$ cat config.mk
export PLATFORM = sky130hd
export DESIGN_NAME = c_subset_lexer_flat
export DESIGN_NICKNAME = d
export VERILOG_FILES = /design/src/sv/clx_pkg.sv /design/src/sv/clx_if.sv /design/src/sv/clx_core.sv /design/src/sv/clx_queue.sv /design/src/sv/c_subset_lexer.sv /design/src/flat_wrapper.sv
export SDC_FILE = /design/constraint.sdc
export NUM_CORES = 1
export LEC_CHECK = 0
export ABC_CLOCK_PERIOD_IN_PS = 22300
export BUFFER_PORTS_ARGS = -buffer_cell sky130_fd_sc_hd__buf_2
export CAP_MARGIN = 20
export CORE_ASPECT_RATIO = 0.6
export CORE_MARGIN = 8
export CORE_UTILIZATION = 30
export CTS_BUF_LIST = sky130_fd_sc_hd__clkbuf_4 sky130_fd_sc_hd__clkbuf_8 sky130_fd_sc_hd__clkbuf_16
export DETAILED_ROUTE_END_ITERATION = 10
export GPL_TIMING_DRIVEN = 1
export PLACE_DENSITY = 0.48
export SETUP_SLACK_MARGIN = 0.4
export SYNTH_ARGS = -nofsm -noshare
export SYNTH_HDL_FRONTEND = slang
export SYNTH_SLANG_ARGS = --single-unit
$ cat constraint.sdc
create_clock -name clk -period 22.3 [get_ports clk]
set_input_delay 1.115 -clock clk [delete_from_list [all_inputs] [get_ports clk]]
set_output_delay 1.115 -clock clk [all_outputs]
set_load 0.02 [all_outputs]
$ cat src/sv/clx_pkg.sv
// shared types and constants for the c subset lexer
// no dependencies
`timescale 1ns / 1ps

package clx_pkg;

  localparam int MAX_TEXT_BYTES_DEF = 65536;
  localparam int MAX_RES            = 3;
  localparam int RES_CNT_W          = $clog2(MAX_RES + 1);
  localparam int QDEPTH             = 4;

  typedef enum logic [2:0] {
    KIND_IDENT   = 3'd0,
    KIND_MARK    = 3'd1,
    KIND_KEYWORD = 3'd2,
    KIND_NUMBER  = 3'd3,
    KIND_END     = 3'd4,
    KIND_ERROR   = 3'd5
  } kind_t;

  typedef struct packed {
    kind_t       token_kind;
    logic [15:0] token_start;
    logic [15:0] token_length;
    logic [15:0] mark_code;
    logic [30:0] number_value;
    logic        overflowed;
    logic        last_result;
  } tok_t;

  typedef struct packed {
    logic [RES_CNT_W-1:0]  count;
    tok_t [MAX_RES-1:0]    tok;
  } step_t;

endpackage

$ cat src/sv/clx_if.sv
// valid/ready channel interfaces for lexer input bytes and result tokens
// no dependencies
`timescale 1ns / 1ps

interface clx_in_if;
  logic       valid;
  logic       ready;
  logic [7:0] text_byte;
  logic       is_last;

  modport source (output valid, output text_byte, output is_last, input ready);
  modport sink   (input valid, input text_byte, input is_last, output ready);
endinterface

interface clx_out_if;
  logic        valid;
  logic        ready;
  logic [2:0]  token_kind;
  logic [15:0] token_start;
  logic [15:0] token_length;
  logic [15:0] mark_code;
  logic [30:0] number_value;
  logic        overflowed;
  logic        last_result;

  modport source (output valid, output token_kind, output token_start,
                  output token_length, output mark_code, output number_value,
                  output overflowed, output last_result, input ready);
  modport sink   (input valid, input token_kind, input token_start,
                  input token_length, input mark_code, input number_value,
                  input overflowed, input last_result, output ready);
endinterface

$ cat src/sv/clx_core.sv
// lexer state registers and the per-byte step logic, up to three tokens a byte
// depends on clx_pkg
`timescale 1ns / 1ps

module clx_core #(
  parameter int MAX_TEXT_BYTES = clx_pkg::MAX_TEXT_BYTES_DEF
) (
  input  logic           clk,
  input  logic           rst_n,
  input  logic           accept,
  input  logic [7:0]     text_byte,
  input  logic           is_last,
  output clx_pkg::step_t step
);
  import clx_pkg::*;

  localparam int PW = $clog2(MAX_TEXT_BYTES + 1);
  localparam logic [PW-1:0] MAX_POS = PW'(MAX_TEXT_BYTES);
  localparam logic [30:0] NUM_MAX = 31'h7FFF_FFFF;
  localparam logic [2:0]  KW_LEN = 3'd6;
  localparam logic [2:0]  KW_BROKEN = 3'd7;
  localparam logic [7:0]  CH_LT = 8'h3C;
  localparam logic [7:0]  CH_GT = 8'h3E;
  localparam logic [7:0]  CH_EQ = 8'h3D;
  localparam logic [7:0]  CH_BANG = 8'h21;

  typedef enum logic [2:0] {
    M_IDLE, M_IDENT, M_NUMBER, M_MARK, M_ERROR
  } mode_t;

  typedef struct packed {
    logic  hit;
    tok_t  tok;
    mode_t mode;
  } flush_t;

  mode_t         mode_r, mode_nxt;
  logic [PW-1:0] pos_r, pos_nxt;
  logic [15:0]   begin_r, begin_nxt;
  logic [15:0]   run_r, run_nxt;
  logic [30:0]   acc_r, acc_nxt;
  logic          sat_r, sat_nxt;
  logic [7:0]    pend_r, pend_nxt;
  logic [2:0]    kw_r, kw_nxt;

  logic [7:0]           ch;
  logic                 consumed;
  logic [34:0]          num_sum;
  tok_t                 res [MAX_RES];
  logic [RES_CNT_W-1:0] nres;
  flush_t               fl;

  function automatic logic [7:0] kw_char(input logic [2:0] idx);
    unique case (idx)
      3'd0:    kw_char = 8'h72;
      3'd1:    kw_char = 8'h65;
      3'd2:    kw_char = 8'h74;
      3'd3:    kw_char = 8'h75;
      3'd4:    kw_char = 8'h72;
      3'd5:    kw_char = 8'h6E;
      default: kw_char = 8'h00;
    endcase
  endfunction

  function automatic logic is_space(input logic [7:0] c);
    is_space = (c == 8'd32) || (c >= 8'd9 && c <= 8'd13);
  endfunction

  function automatic logic is_digit(input logic [7:0] c);
    is_digit = (c >= 8'h30) && (c <= 8'h39);
  endfunction

  function automatic logic is_head(input logic [7:0] c);
    is_head = (c >= 8'h61 && c <= 8'h7A) || (c >= 8'h41 && c <= 8'h5A) || (c == 8'h5F);
  endfunction

  function automatic logic is_pair_first(input logic [7:0] c);
    is_pair_first = (c == CH_LT) || (c == CH_GT) || (c == CH_EQ) || (c == CH_BANG);
  endfunction

  function automatic logic is_single(input logic [7:0] c);
    is_single = (c == 8'h2B) || (c == 8'h2D) || (c == 8'h2A) || (c == 8'h2F) ||
                (c == 8'h28) || (c == 8'h29) || (c == 8'h3B);
  endfunction

  function automatic logic [15:0] clamp16(input logic [PW-1:0] p);
    logic [PW+15:0] w;
    w = (PW + 16)'(p);
    clamp16 = (w > (PW + 16)'(65535)) ? 16'hFFFF : w[15:0];
  endfunction

  function automatic tok_t mk_tok(input kind_t k, input logic [15:0] s,
                                  input logic [15:0] l, input logic [15:0] code,
                                  input logic [30:0] v, input logic o);
    tok_t t;
    t.token_kind   = k;
    t.token_start  = s;
    t.token_length = l;
    t.mark_code    = code;
    t.number_value = v;
    t.overflowed   = o;
    t.last_result  = 1'b0;
    mk_tok = t;
  endfunction

  function automatic flush_t flush(input mode_t m, input logic [15:0] b,
                                   input logic [15:0] r, input logic [30:0] a,
                                   input logic s, input logic [7:0] p,
                                   input logic [2:0] k);
    flush_t f;
    f.hit  = 1'b0;
    f.tok  = mk_tok(KIND_END, 16'd0, 16'd0, 16'd0, 31'd0, 1'b0);
    f.mode = m;
    unique case (m)
      M_IDENT: begin
        f.hit  = 1'b1;
        f.tok  = mk_tok((k == KW_LEN) ? KIND_KEYWORD : KIND_IDENT, b, r, 16'd0,
                        31'd0, 1'b0);
        f.mode = M_IDLE;
      end
      M_NUMBER: begin
        f.hit  = 1'b1;
        f.tok  = mk_tok(KIND_NUMBER, b, r, 16'd0, a, s);
        f.mode = M_IDLE;
      end
      M_MARK: begin
        f.hit = 1'b1;
        if (p == CH_BANG) begin
          f.tok  = mk_tok(KIND_ERROR, b, 16'd1, 16'd0, 31'd0, 1'b0);
          f.mode = M_ERROR;
        end else begin
          f.tok  = mk_tok(KIND_MARK, b, 16'd1, {8'h00, p}, 31'd0, 1'b0);
          f.mode = M_IDLE;
        end
      end
      M_IDLE, M_ERROR: ;
      default: ;
    endcase
    flush = f;
  endfunction

  always_comb begin
    ch        = (pos_r >= MAX_POS) ? 8'h00 : text_byte;
    mode_nxt  = mode_r;
    begin_nxt = begin_r;
    run_nxt   = run_r;
    acc_nxt   = acc_r;
    sat_nxt   = sat_r;
    pend_nxt  = pend_r;
    kw_nxt    = kw_r;
    consumed  = 1'b0;
    nres      = '0;
    num_sum   = {acc_r, 3'b000} + {3'b000, acc_r, 1'b0} + {27'd0, ch - 8'h30};
    for (int i = 0; i < MAX_RES; i++) begin
      res[i] = mk_tok(KIND_END, 16'd0, 16'd0, 16'd0, 31'd0, 1'b0);
    end

    if (mode_r != M_ERROR) begin
      if (mode_r == M_IDENT && (is_head(ch) || is_digit(ch))) begin
        if ((16'(kw_r) == run_r) && (run_r < 16'(KW_LEN)) && (ch == kw_char(run_r[2:0])))
          kw_nxt = kw_r + 3'd1;
        else
          kw_nxt = KW_BROKEN;
        run_nxt  = (run_r != 16'hFFFF) ? run_r + 16'd1 : run_r;
        consumed = 1'b1;
      end else if (mode_r == M_NUMBER && is_digit(ch)) begin
        run_nxt = (run_r != 16'hFFFF) ? run_r + 16'd1 : run_r;
        if (!sat_r) begin
          if (num_sum > {4'd0, NUM_MAX}) begin
            acc_nxt = NUM_MAX;
            sat_nxt = 1'b1;
          end else begin
            acc_nxt = num_sum[30:0];
          end
        end
        consumed = 1'b1;
      end else if (mode_r == M_MARK && ch == CH_EQ) begin
        res[nres] = mk_tok(KIND_MARK, begin_r, 16'd2, {CH_EQ, pend_r}, 31'd0, 1'b0);
        nres      = nres + 1'b1;
        mode_nxt  = M_IDLE;
        consumed  = 1'b1;
      end

      if (!consumed) begin
        fl = flush(mode_nxt, begin_nxt, run_nxt, acc_nxt, sat_nxt, pend_nxt, kw_nxt);
        if (fl.hit) begin
          res[nres] = fl.tok;
          nres      = nres + 1'b1;
        end
        mode_nxt = fl.mode;
        if (mode_nxt != M_ERROR && !is_space(ch)) begin
          begin_nxt = clamp16(pos_r);
          priority if (is_pair_first(ch)) begin
            pend_nxt = ch;
            mode_nxt = M_MARK;
          end else if (is_single(ch)) begin
            res[nres] = mk_tok(KIND_MARK, clamp16(pos_r), 16'd1, {8'h00, ch}, 31'd0, 1'b0);
            nres      = nres + 1'b1;
          end else if (is_head(ch)) begin
            run_nxt  = 16'd1;
            kw_nxt   = (ch == kw_char(3'd0)) ? 3'd1 : KW_BROKEN;
            mode_nxt = M_IDENT;
          end else if (is_digit(ch)) begin
            run_nxt  = 16'd1;
            acc_nxt  = 31'(ch - 8'h30);
            sat_nxt  = 1'b0;
            mode_nxt = M_NUMBER;
          end else begin
            res[nres] = mk_tok(KIND_ERROR, clamp16(pos_r), 16'd1, 16'd0, 31'd0, 1'b0);
            nres      = nres + 1'b1;
            mode_nxt  = M_ERROR;
          end
        end
      end
    end

    pos_nxt = (pos_r < MAX_POS) ? pos_r + 1'b1 : pos_r;

    if (is_last) begin
      fl = flush(mode_nxt, begin_nxt, run_nxt, acc_nxt, sat_nxt, pend_nxt, kw_nxt);
      if (fl.hit) begin
        res[nres] = fl.tok;
        nres      = nres + 1'b1;
      end
      res[nres] = mk_tok(KIND_END, clamp16(pos_nxt), 16'd0, 16'd0, 31'd0, 1'b0);
      nres      = nres + 1'b1;
      mode_nxt  = M_IDLE;
      pos_nxt   = '0;
      begin_nxt = '0;
      run_nxt   = '0;
      acc_nxt   = '0;
      sat_nxt   = 1'b0;
      pend_nxt  = '0;
      kw_nxt    = '0;
    end else begin
      fl = flush(M_IDLE, begin_nxt, run_nxt, acc_nxt, sat_nxt, pend_nxt, kw_nxt);
    end

    if (nres != '0) begin
      res[nres - 1'b1].last_result = 1'b1;
    end

    step.count = nres;
    for (int i = 0; i < MAX_RES; i++) begin
      step.tok[i] = res[i];
    end
  end

  always_ff @(posedge clk) begin
    if (!rst_n) begin
      mode_r  <= M_IDLE;
      pos_r   <= '0;
      begin_r <= '0;
      run_r   <= '0;
      acc_r   <= '0;
      sat_r   <= 1'b0;
      pend_r  <= '0;
      kw_r    <= '0;
    end else if (accept) begin
      mode_r  <= mode_nxt;
      pos_r   <= pos_nxt;
      begin_r <= begin_nxt;
      run_r   <= run_nxt;
      acc_r   <= acc_nxt;
      sat_r   <= sat_nxt;
      pend_r  <= pend_nxt;
      kw_r    <= kw_nxt;
    end
  end

  // last byte returns the lexer to its starting state
  a_last_resets: assert property (@(posedge clk) disable iff (!rst_n)
    accept && is_last |=> pos_r == '0 && mode_r == M_IDLE)
    else $error("state not cleared after last byte");

  // the end token is always produced on the last byte
  a_last_emits: assert property (@(posedge clk) disable iff (!rst_n)
    is_last |-> step.count != '0)
    else $error("no end token on last byte");

  a_pend_char: assert property (@(posedge clk) disable iff (!rst_n)
    mode_r == M_MARK |-> pend_r == CH_LT || pend_r == CH_GT || pend_r == CH_EQ ||
                         pend_r == CH_BANG)
    else $error("pending mark char is not a pair opener");

  a_pos_bound: assert property (@(posedge clk) disable iff (!rst_n)
    pos_r <= MAX_POS)
    else $error("byte position past limit");

endmodule

$ cat src/sv/clx_queue.sv
// result token queue: takes up to three tokens per transfer, hands out one a cycle while the receiver is ready
// depends on clx_pkg
`timescale 1ns / 1ps

module clx_queue (
  input  logic           clk,
  input  logic           rst_n,
  input  logic           push,
  input  clx_pkg::step_t step,
  output logic           in_ready,
  output logic           out_valid,
  input  logic           out_ready,
  output clx_pkg::tok_t  head
);
  import clx_pkg::*;

  localparam int PTR_W = $clog2(QDEPTH);
  localparam int CNT_W = $clog2(QDEPTH + 1);

  tok_t             mem_r [QDEPTH];
  logic [PTR_W-1:0] wr_r, rd_r;
  logic [CNT_W-1:0] cnt_r;
  logic [CNT_W-1:0] push_n;
  logic             pop;

  assign push_n    = push ? CNT_W'(step.count) : '0;
  assign pop       = out_valid && out_ready;
  assign out_valid = (cnt_r != '0);
  assign in_ready  = (cnt_r <= CNT_W'(QDEPTH - MAX_RES));
  assign head      = mem_r[rd_r];

  always_ff @(posedge clk) begin
    if (!rst_n) begin
      wr_r  <= '0;
      rd_r  <= '0;
      cnt_r <= '0;
    end else begin
      wr_r  <= wr_r + PTR_W'(push_n);
      if (pop)
        rd_r <= rd_r + 1'b1;
      cnt_r <= cnt_r + push_n - CNT_W'(pop);
    end
  end

  always_ff @(posedge clk) begin
    for (int i = 0; i < MAX_RES; i++) begin
      if (push && (i < int'(step.count)))
        mem_r[PTR_W'(wr_r + PTR_W'(i))] <= step.tok[i];
    end
  end

  a_no_overfill: assert property (@(posedge clk) disable iff (!rst_n)
    cnt_r <= CNT_W'(QDEPTH))
    else $error("token queue overfilled");

  a_count_track: assert property (@(posedge clk) disable iff (!rst_n)
    1'b1 |=> cnt_r == $past(cnt_r) + $past(push_n) - CNT_W'($past(pop)))
    else $error("token queue count mismatch");

  a_push_room: assert property (@(posedge clk) disable iff (!rst_n)
    push |-> in_ready)
    else $error("transfer into full token queue");

endmodule

$ cat src/sv/c_subset_lexer.sv
// Streaming lexer for a small C subset: one text byte per transfer in, one token
// per transfer out. A byte is taken every cycle while the 4-entry token queue
// holds at most one token; each byte is classified and the lexer state updated
// in the cycle of its transfer, and its tokens (none, one or two, or up to three
// on the last byte) leave the queue one per cycle while the receiver is ready.
// No clearing pass after reset. Sustained rate is one byte per cycle, limited by
// receiver stalls and the single token output port on multi-token bytes.
// depends on clx_pkg, clx_if, clx_core, clx_queue
`timescale 1ns / 1ps

module c_subset_lexer #(
  parameter int MAX_TEXT_BYTES = clx_pkg::MAX_TEXT_BYTES_DEF
) (
  input  logic       clk,
  input  logic       rst_n,
  clx_in_if.sink     in_ch,
  clx_out_if.source  out_ch
);
  import clx_pkg::*;

  logic  accept;
  step_t step;
  tok_t  head;
  logic  ready;

  assign accept      = in_ch.valid && ready;
  assign in_ch.ready = ready;

  clx_core #(
    .MAX_TEXT_BYTES(MAX_TEXT_BYTES)
  ) u_core (
    .clk       (clk),
    .rst_n     (rst_n),
    .accept    (accept),
    .text_byte (in_ch.text_byte),
    .is_last   (in_ch.is_last),
    .step      (step)
  );

  clx_queue u_queue (
    .clk       (clk),
    .rst_n     (rst_n),
    .push      (accept),
    .step      (step),
    .in_ready  (ready),
    .out_valid (out_ch.valid),
    .out_ready (out_ch.ready),
    .head      (head)
  );

  assign out_ch.token_kind   = head.token_kind;
  assign out_ch.token_start  = head.token_start;
  assign out_ch.token_length = head.token_length;
  assign out_ch.mark_code    = head.mark_code;
  assign out_ch.number_value = head.number_value;
  assign out_ch.overflowed   = head.overflowed;
  assign out_ch.last_result  = head.last_result;

endmodule

$ cat src/flat_wrapper.sv
// flat-port wrapper written by rule: the top's interface ports become plain ports
module c_subset_lexer_flat import clx_pkg::*;
#(
  parameter int MAX_TEXT_BYTES = clx_pkg::MAX_TEXT_BYTES_DEF
)
  (clk, rst_n, in_ch_valid, in_ch_text_byte, in_ch_is_last, in_ch_ready, out_ch_valid, out_ch_token_kind, out_ch_token_start, out_ch_token_length, out_ch_mark_code, out_ch_number_value, out_ch_overflowed, out_ch_last_result, out_ch_ready);
  clx_in_if in_ch_i ();
  clx_out_if out_ch_i ();
  input  logic clk;
  input  logic rst_n;
  input wire logic [$bits(in_ch_i.valid)-1:0] in_ch_valid;
  input wire logic [$bits(in_ch_i.text_byte)-1:0] in_ch_text_byte;
  input wire logic [$bits(in_ch_i.is_last)-1:0] in_ch_is_last;
  output wire logic [$bits(in_ch_i.ready)-1:0] in_ch_ready;
  output wire logic [$bits(out_ch_i.valid)-1:0] out_ch_valid;
  output wire logic [$bits(out_ch_i.token_kind)-1:0] out_ch_token_kind;
  output wire logic [$bits(out_ch_i.token_start)-1:0] out_ch_token_start;
  output wire logic [$bits(out_ch_i.token_length)-1:0] out_ch_token_length;
  output wire logic [$bits(out_ch_i.mark_code)-1:0] out_ch_mark_code;
  output wire logic [$bits(out_ch_i.number_value)-1:0] out_ch_number_value;
  output wire logic [$bits(out_ch_i.overflowed)-1:0] out_ch_overflowed;
  output wire logic [$bits(out_ch_i.last_result)-1:0] out_ch_last_result;
  input wire logic [$bits(out_ch_i.ready)-1:0] out_ch_ready;
  assign in_ch_i.valid = in_ch_valid;
  assign in_ch_i.text_byte = in_ch_text_byte;
  assign in_ch_i.is_last = in_ch_is_last;
  assign in_ch_ready = in_ch_i.ready;
  assign out_ch_valid = out_ch_i.valid;
  assign out_ch_token_kind = out_ch_i.token_kind;
  assign out_ch_token_start = out_ch_i.token_start;
  assign out_ch_token_length = out_ch_i.token_length;
  assign out_ch_mark_code = out_ch_i.mark_code;
  assign out_ch_number_value = out_ch_i.number_value;
  assign out_ch_overflowed = out_ch_i.overflowed;
  assign out_ch_last_result = out_ch_i.last_result;
  assign out_ch_i.ready = out_ch_ready;
  c_subset_lexer #(.MAX_TEXT_BYTES(MAX_TEXT_BYTES)) u_core (.clk(clk), .rst_n(rst_n), .in_ch(in_ch_i), .out_ch(out_ch_i));
endmodule
-- After elaboration in Yosys (flattened, before gate mapping)
Memory sizes are Yosys's and may differ from the RTL's. A register that Yosys moved wholly into a read port is not among the register bits.
Cells that the tools add are included.
- bits in latches: 0
- bits in writable memories: 336
- input bits: 13
- output and inout bits: 86
- memory bits (read-only): 0
- memories: 1
- register bits after elaboration: 102
- memories (name ; words ; bits a word ; read ports ; clocked after memory_dff ; wr ports ; line ; RTL):
    u_core.u_queue.mem_r ; 4 ; 84 ; 1 ; 1 ; 3 ; clx_queue.sv:20 ; tok_t mem_r [QDEPTH];
- div/mod/pow operators: 0
- reductions and logical operators: 38
- muxes and demuxes: 148
- equal/unequal tests: 37
- shift-type cells: 0
- $mul: 0
- bitwise gates (word level): 5
- add/sub/neg operators: 18
- order comparisons: 28
- operators by type and width (kind ; count):
    $mux 252 ; 14
    $bwmux 252 ; 6
    $demux 84 s2 ; 5
    $mux 84 ; 8
    $pmux 88 s3 ; 2
    $mux 31 ; 12
    $mux 16 ; 17
    $mux 88 ; 3
    $mux 87 ; 2
    $eq 8x6->1 const B ; 14
    $mux 3 ; 23
    $mux 8 ; 8
    $mux 2 ; 19
    $add 34x32->35 ; 1
    $add 35x8->35 ; 1
    $gt 35x31->1 const B ; 1
    $pmux 7 s5 ; 1
    $gt 17x16->1 const B ; 2
    $mux 17 ; 2
    $mux 1 ; 26
    $eq 3x2->1 const B ; 8
    $logic_and 1x1->1 ; 20
    $add 17x1->17 const B ; 1
    $ge 17x17->1 const B ; 1
    other kinds (37) ; 77

-- Depth between registers and ports, before layout
- depth in word-level cells: 44
- mapped depth: 27

-- Modules after synthesis
From an unflattened synthesis, not the netlist that was laid out.
- cell total of the unflattened synthesis: 3165
- area total of the unflattened synthesis: 33480.9 um^2
- modules (own cells, without submodules) (module ; instances ; area each (um^2) ; sequential area each (um^2) ; cells an instance):
    clx_queue ; 1 ; 20805.0 ; 10269.8 ; 1248
    clx_core ; 1 ; 12669.7 ; 1901.8 ; 1916
    c_subset_lexer ; 1 ; 6.3 ; 0.0 ; 1

-- Least setup slack after synthesis
OpenSTA, ideal clock, no wires.
- kind: input -> register
- start: in in_ch_text_byte[4]
- end: mem u_core.u_queue.mem_r[0][0] (netlist name) (enable)
- stages: 19
- slack: 11183 ps
- path buffers: 3
- arrival time: 10492 ps
- required time: 21674 ps
- cells stage by stage: nor2b_1 clkbuf_1 ha_1 and4b_1 a41oi_1 inv_1 ha_1 and3_1 clkbuf_1 clkbuf_1 nor3_1 inv_1 ha_1 mux2i_1 ha_1 o32a_1 nor2_1 nor2_1 o31ai_1
- RTL lines (element ; line ; RTL):
    start, declared ; flat_wrapper.sv:12 ; input wire logic [$bits(in_ch_i.text_byte)-1:0] in_ch_text_byte;
    end, declared ; clx_queue.sv:20 ;

==> impl_metrics.toml <==
[sta]
finalMaxSlewViolations = 0
fin_crit_ns = 8.69
fin_crit_sh_pct = 39.0
fmax_mhz = 115
finalWorstSetupSlack_ns = 13.61
slew_headroom_pct = 3.88
worst_pin_slew_ns = 1.44
setup-tns-final_ns = 0
finalSetupViolCount = 0
rsz0062_at_grt = "no"
finClkSkew_ns = 0.0435
final_hold_viol_count = 0

[route]
wl_met1_um = 64300
num_vias = 26410
route.detailed.drc = 0
dr.max_layer_used = "met5"
viasPerCell = 6.30
drt-wirelength-per-cell_um = 32.0
met2_length_um = 45900
drt-initial-drc-count = 4391
drt_first_pass_iters = 7
wl_met3_um = 21800
postRouteAntennaNets = 0
wl_um = 134000

[synthesis]
async_flop_share_pct = 0
synth-edff-count = 308
syn_area_per_cell_um2 = 9.46
ys_types = 97
seq_area_frac_synth_pct = 41.1
syn-cell-area_um2 = 27600
ys.flop_type = "edfxtp_1"
syn_inst = 2912
yosys_warnings = 0
synth-seq-cells = 412

[floorplan]
die_h_um = 251
ios = 99
initial_core_util_pct = 30.2
core_um2 = 91400
die_w_um = 407
rows = 86
die_area_um2 = 102000

[cts]
cts_buffers = 45
clock_path_buffers = 3
clock-sinks = 412
tritoncts = "built"
path_clk_slew_ns = 0.06
h-tree-depth = 2
cts_setup_buffers = 0
hold_buffers = 0
post_cts_resized = 0
root_buffer = "clkbuf_16"
clock_latency_ns = 0.63

[place]
dp_hpwl_um = 97200
place_congestion = 1.01
portBuffers = 95
dp_slack_ns = 13.26

[worst_setup_path]
critPathMaxFanout = 51
cp.required_ns = 22.53
crit_type = "in -> reg"
cp-start-kind = "primary input"
end_kind = "flip-flop"
cp.arrival_ns = 8.92

[grt]
track_usage_pct = 24.7
grt_pass1_wl_um = 187000
antenna_found_initial = 4
grt_max_degree = 62
grt_overflow_total = 0
grt_pass1_vias = 23860

[pwr]
power_density_nw_per_um2 = 90.4
leakagePower_nw = 10.7
peakVddDrop_mv = 0.0559
total_power_mw = 2.80

[worst_hold_path]
hold_path.class = "reg -> reg"

[finish]
n_fill_cell = 9352
drive_gt1_share_pct = 14.9
area_delta_synth_final_pct = 12.7
nets = 3026

[job]
drv_cap = 0

[status]
run_status = "complete, no violations"
synthesized netlist by cell type, drive strengths merged (27+ instances only):
| cell type | number | area, µm² |
|---|---|---|
| nand2b | 27 | 176 |
| a22oi | 81 | 613 |
| o221ai | 91 | 797 |
| a21oi | 186 | 950 |
| nand2 | 298 | 1120 |
| nor2 | 225 | 847 |
| xnor2 | 36 | 315 |
| nand3 | 57 | 290 |
| clkbuf | 190 | 713 |
| dfxtp | 104 | 2080 |
| a31oi | 29 | 188 |
| inv | 65 | 244 |
| mux4 | 77 | 1730 |
| buf | 51 | 273 |
| nor3 | 69 | 375 |
| o21ai | 211 | 1060 |
| a21o | 39 | 293 |
| nand4 | 34 | 213 |
| nor2b | 79 | 494 |
| o22ai | 102 | 638 |
| o211ai | 34 | 274 |
| and2 | 51 | 319 |
| ha | 84 | 1050 |
| edfxtp | 308 | 9250 |
final cells by class:
class	instances	area [µm²]	share of cell area, %
Clock buffer	61	1280	4.13
Inverter	68	255	0.822
Tap cell	1232	1540	4.97
Timing Repair Buffer	202	1290	4.15
Antenna cell	1	2.50	0.00806
Sequential cell	412	11300	36.5
Multi-Input combinational cell	2193	15100	48.7
Clock inverter	21	205	0.661
registers in the layout, summed over array words and instances (netlist names), named ones only:
register / cells
u_core.u_queue.mem_r: 308
u_core.u_core.acc_r: 31
u_core.u_core.pos_r: 17
u_core.u_core.begin_r: 16
u_core.u_core.run_r: 16
u_core.u_core.pend_r: 8
u_core.u_core.kw_r: 3
u_core.u_core.mode_r: 3
u_core.u_queue.cnt_r: 3
u_core.u_queue.rd_r: 2
u_core.u_queue.wr_r: 2
u_core.u_core.sat_r: 1
power breakdown:
part / internal (mW) / switching, mW
combinational: 0.306 / 0.697
clock: 0.422 / 0.350
sequential: 0.972 / 0.0569
total: 1.70 / 1.10
metal layers:
metal / vias up / global-route usage, %
li1: 11249 / -
met1: 13266 / 39.0
met2: 1714 / 28.9
met3: 177 / 12.7
met4: 4 / 3.34
met5: - / 0.885
worst max-delay path, stage by stage:
cell       delay, ns
buf_2           0.13
nor2b_1         0.80
ha_1            0.50
nand2b_1        0.14
o2111ai_1       0.65
nand3_1         0.24
nor4_1          0.42
o211ai_1        0.25
a211oi_4        0.70
nor2_2          0.26
mux2i_1         0.35
ha_1            0.28
o32a_1          0.37
or3_1           0.65
buf_4           0.37
a21oi_1         0.18
buf_4           0.25
nor2_2          0.06
buf_4           0.25
o31ai_4         0.11
buf_4           0.69
logic make-up after synthesis:
group | synth area share [%]
AO/OA/AOI/OAI | 24.3
AND/OR/NAND/NOR | 17.1
flip-flops | 41.1
buffers and inverters | 4.50
adder cells (fa/ha/maj) | 4.32
multiplexers | 6.79
XOR/XNOR | 1.78
other | 0.0136
through the flow:
step                hold slack (ns)  cell area, µm²  utilization, %  instances
floorplan                     0.468           27600               -       2914
global placement              0.535           29300            32.1       4081
detailed placement            0.530           29400            32.2       4088
CTS                           0.539           30900            33.8       4170
global route                  0.561           31000            34.0       4189
finish                        0.547           31000            34.0       4190
placed cells by master, fill, tap and decap left out, types with 12 or more instances in the layout:
cell / Yosys / final
nor2b_1: 79 / 79
edfxtp_1: 308 / 308
xor2_1: 20 / 20
and2_1: 51 / 51
inv_1: 65 / 65
a211oi_1: 22 / 22
xnor2_1: 36 / 36
buf_2: 29 / 97
or2_2: 12 / 12
a22oi_1: 80 / 80
a221oi_1: 26 / 26
a21boi_0: 23 / 23
o31ai_1: 17 / 16
or3_1: 20 / 19
nand3_1: 56 / 56
nand2_1: 298 / 295
o22ai_1: 102 / 102
o21a_1: 18 / 18
dfxtp_1: 104 / 102
nor4_1: 17 / 16
buf_4: 8 / 92
nor3_1: 63 / 61
nor2_1: 224 / 216
o21ai_0: 199 / 194
o221ai_1: 91 / 91
nand4_1: 34 / 34
o211ai_1: 32 / 32
mux4_2: 77 / 77
and3_1: 26 / 26
nand2b_1: 26 / 26
clkbuf_4: 0 / 22
a21o_1: 39 / 39
clkbuf_16: 0 / 46
ha_1: 84 / 84
a31oi_1: 28 / 28
a21oi_1: 183 / 182
o21ai_1: 11 / 12
worst paths after layout:
| kind | start | to | slack [ns] | cells past startpoint |
|---|---|---|---|---|
| setup / recovery | in_ch_text_byte[4] | u_core.u_queue.mem_r[0][61] | 13.61 | 21 |
| hold / removal | u_core.u_core.pos_r[0] | u_core.u_core.pos_r[0] | 0.55 | 2 |
| setup reg to reg | u_core.u_core.pos_r[16] | u_core.u_queue.mem_r[0][61] | 13.69 | 21 |
| hold reg to reg | u_core.u_core.pos_r[0] | u_core.u_core.pos_r[0] | 0.55 | 2 |
No activity file was read; power rests on OpenSTA's default activity.
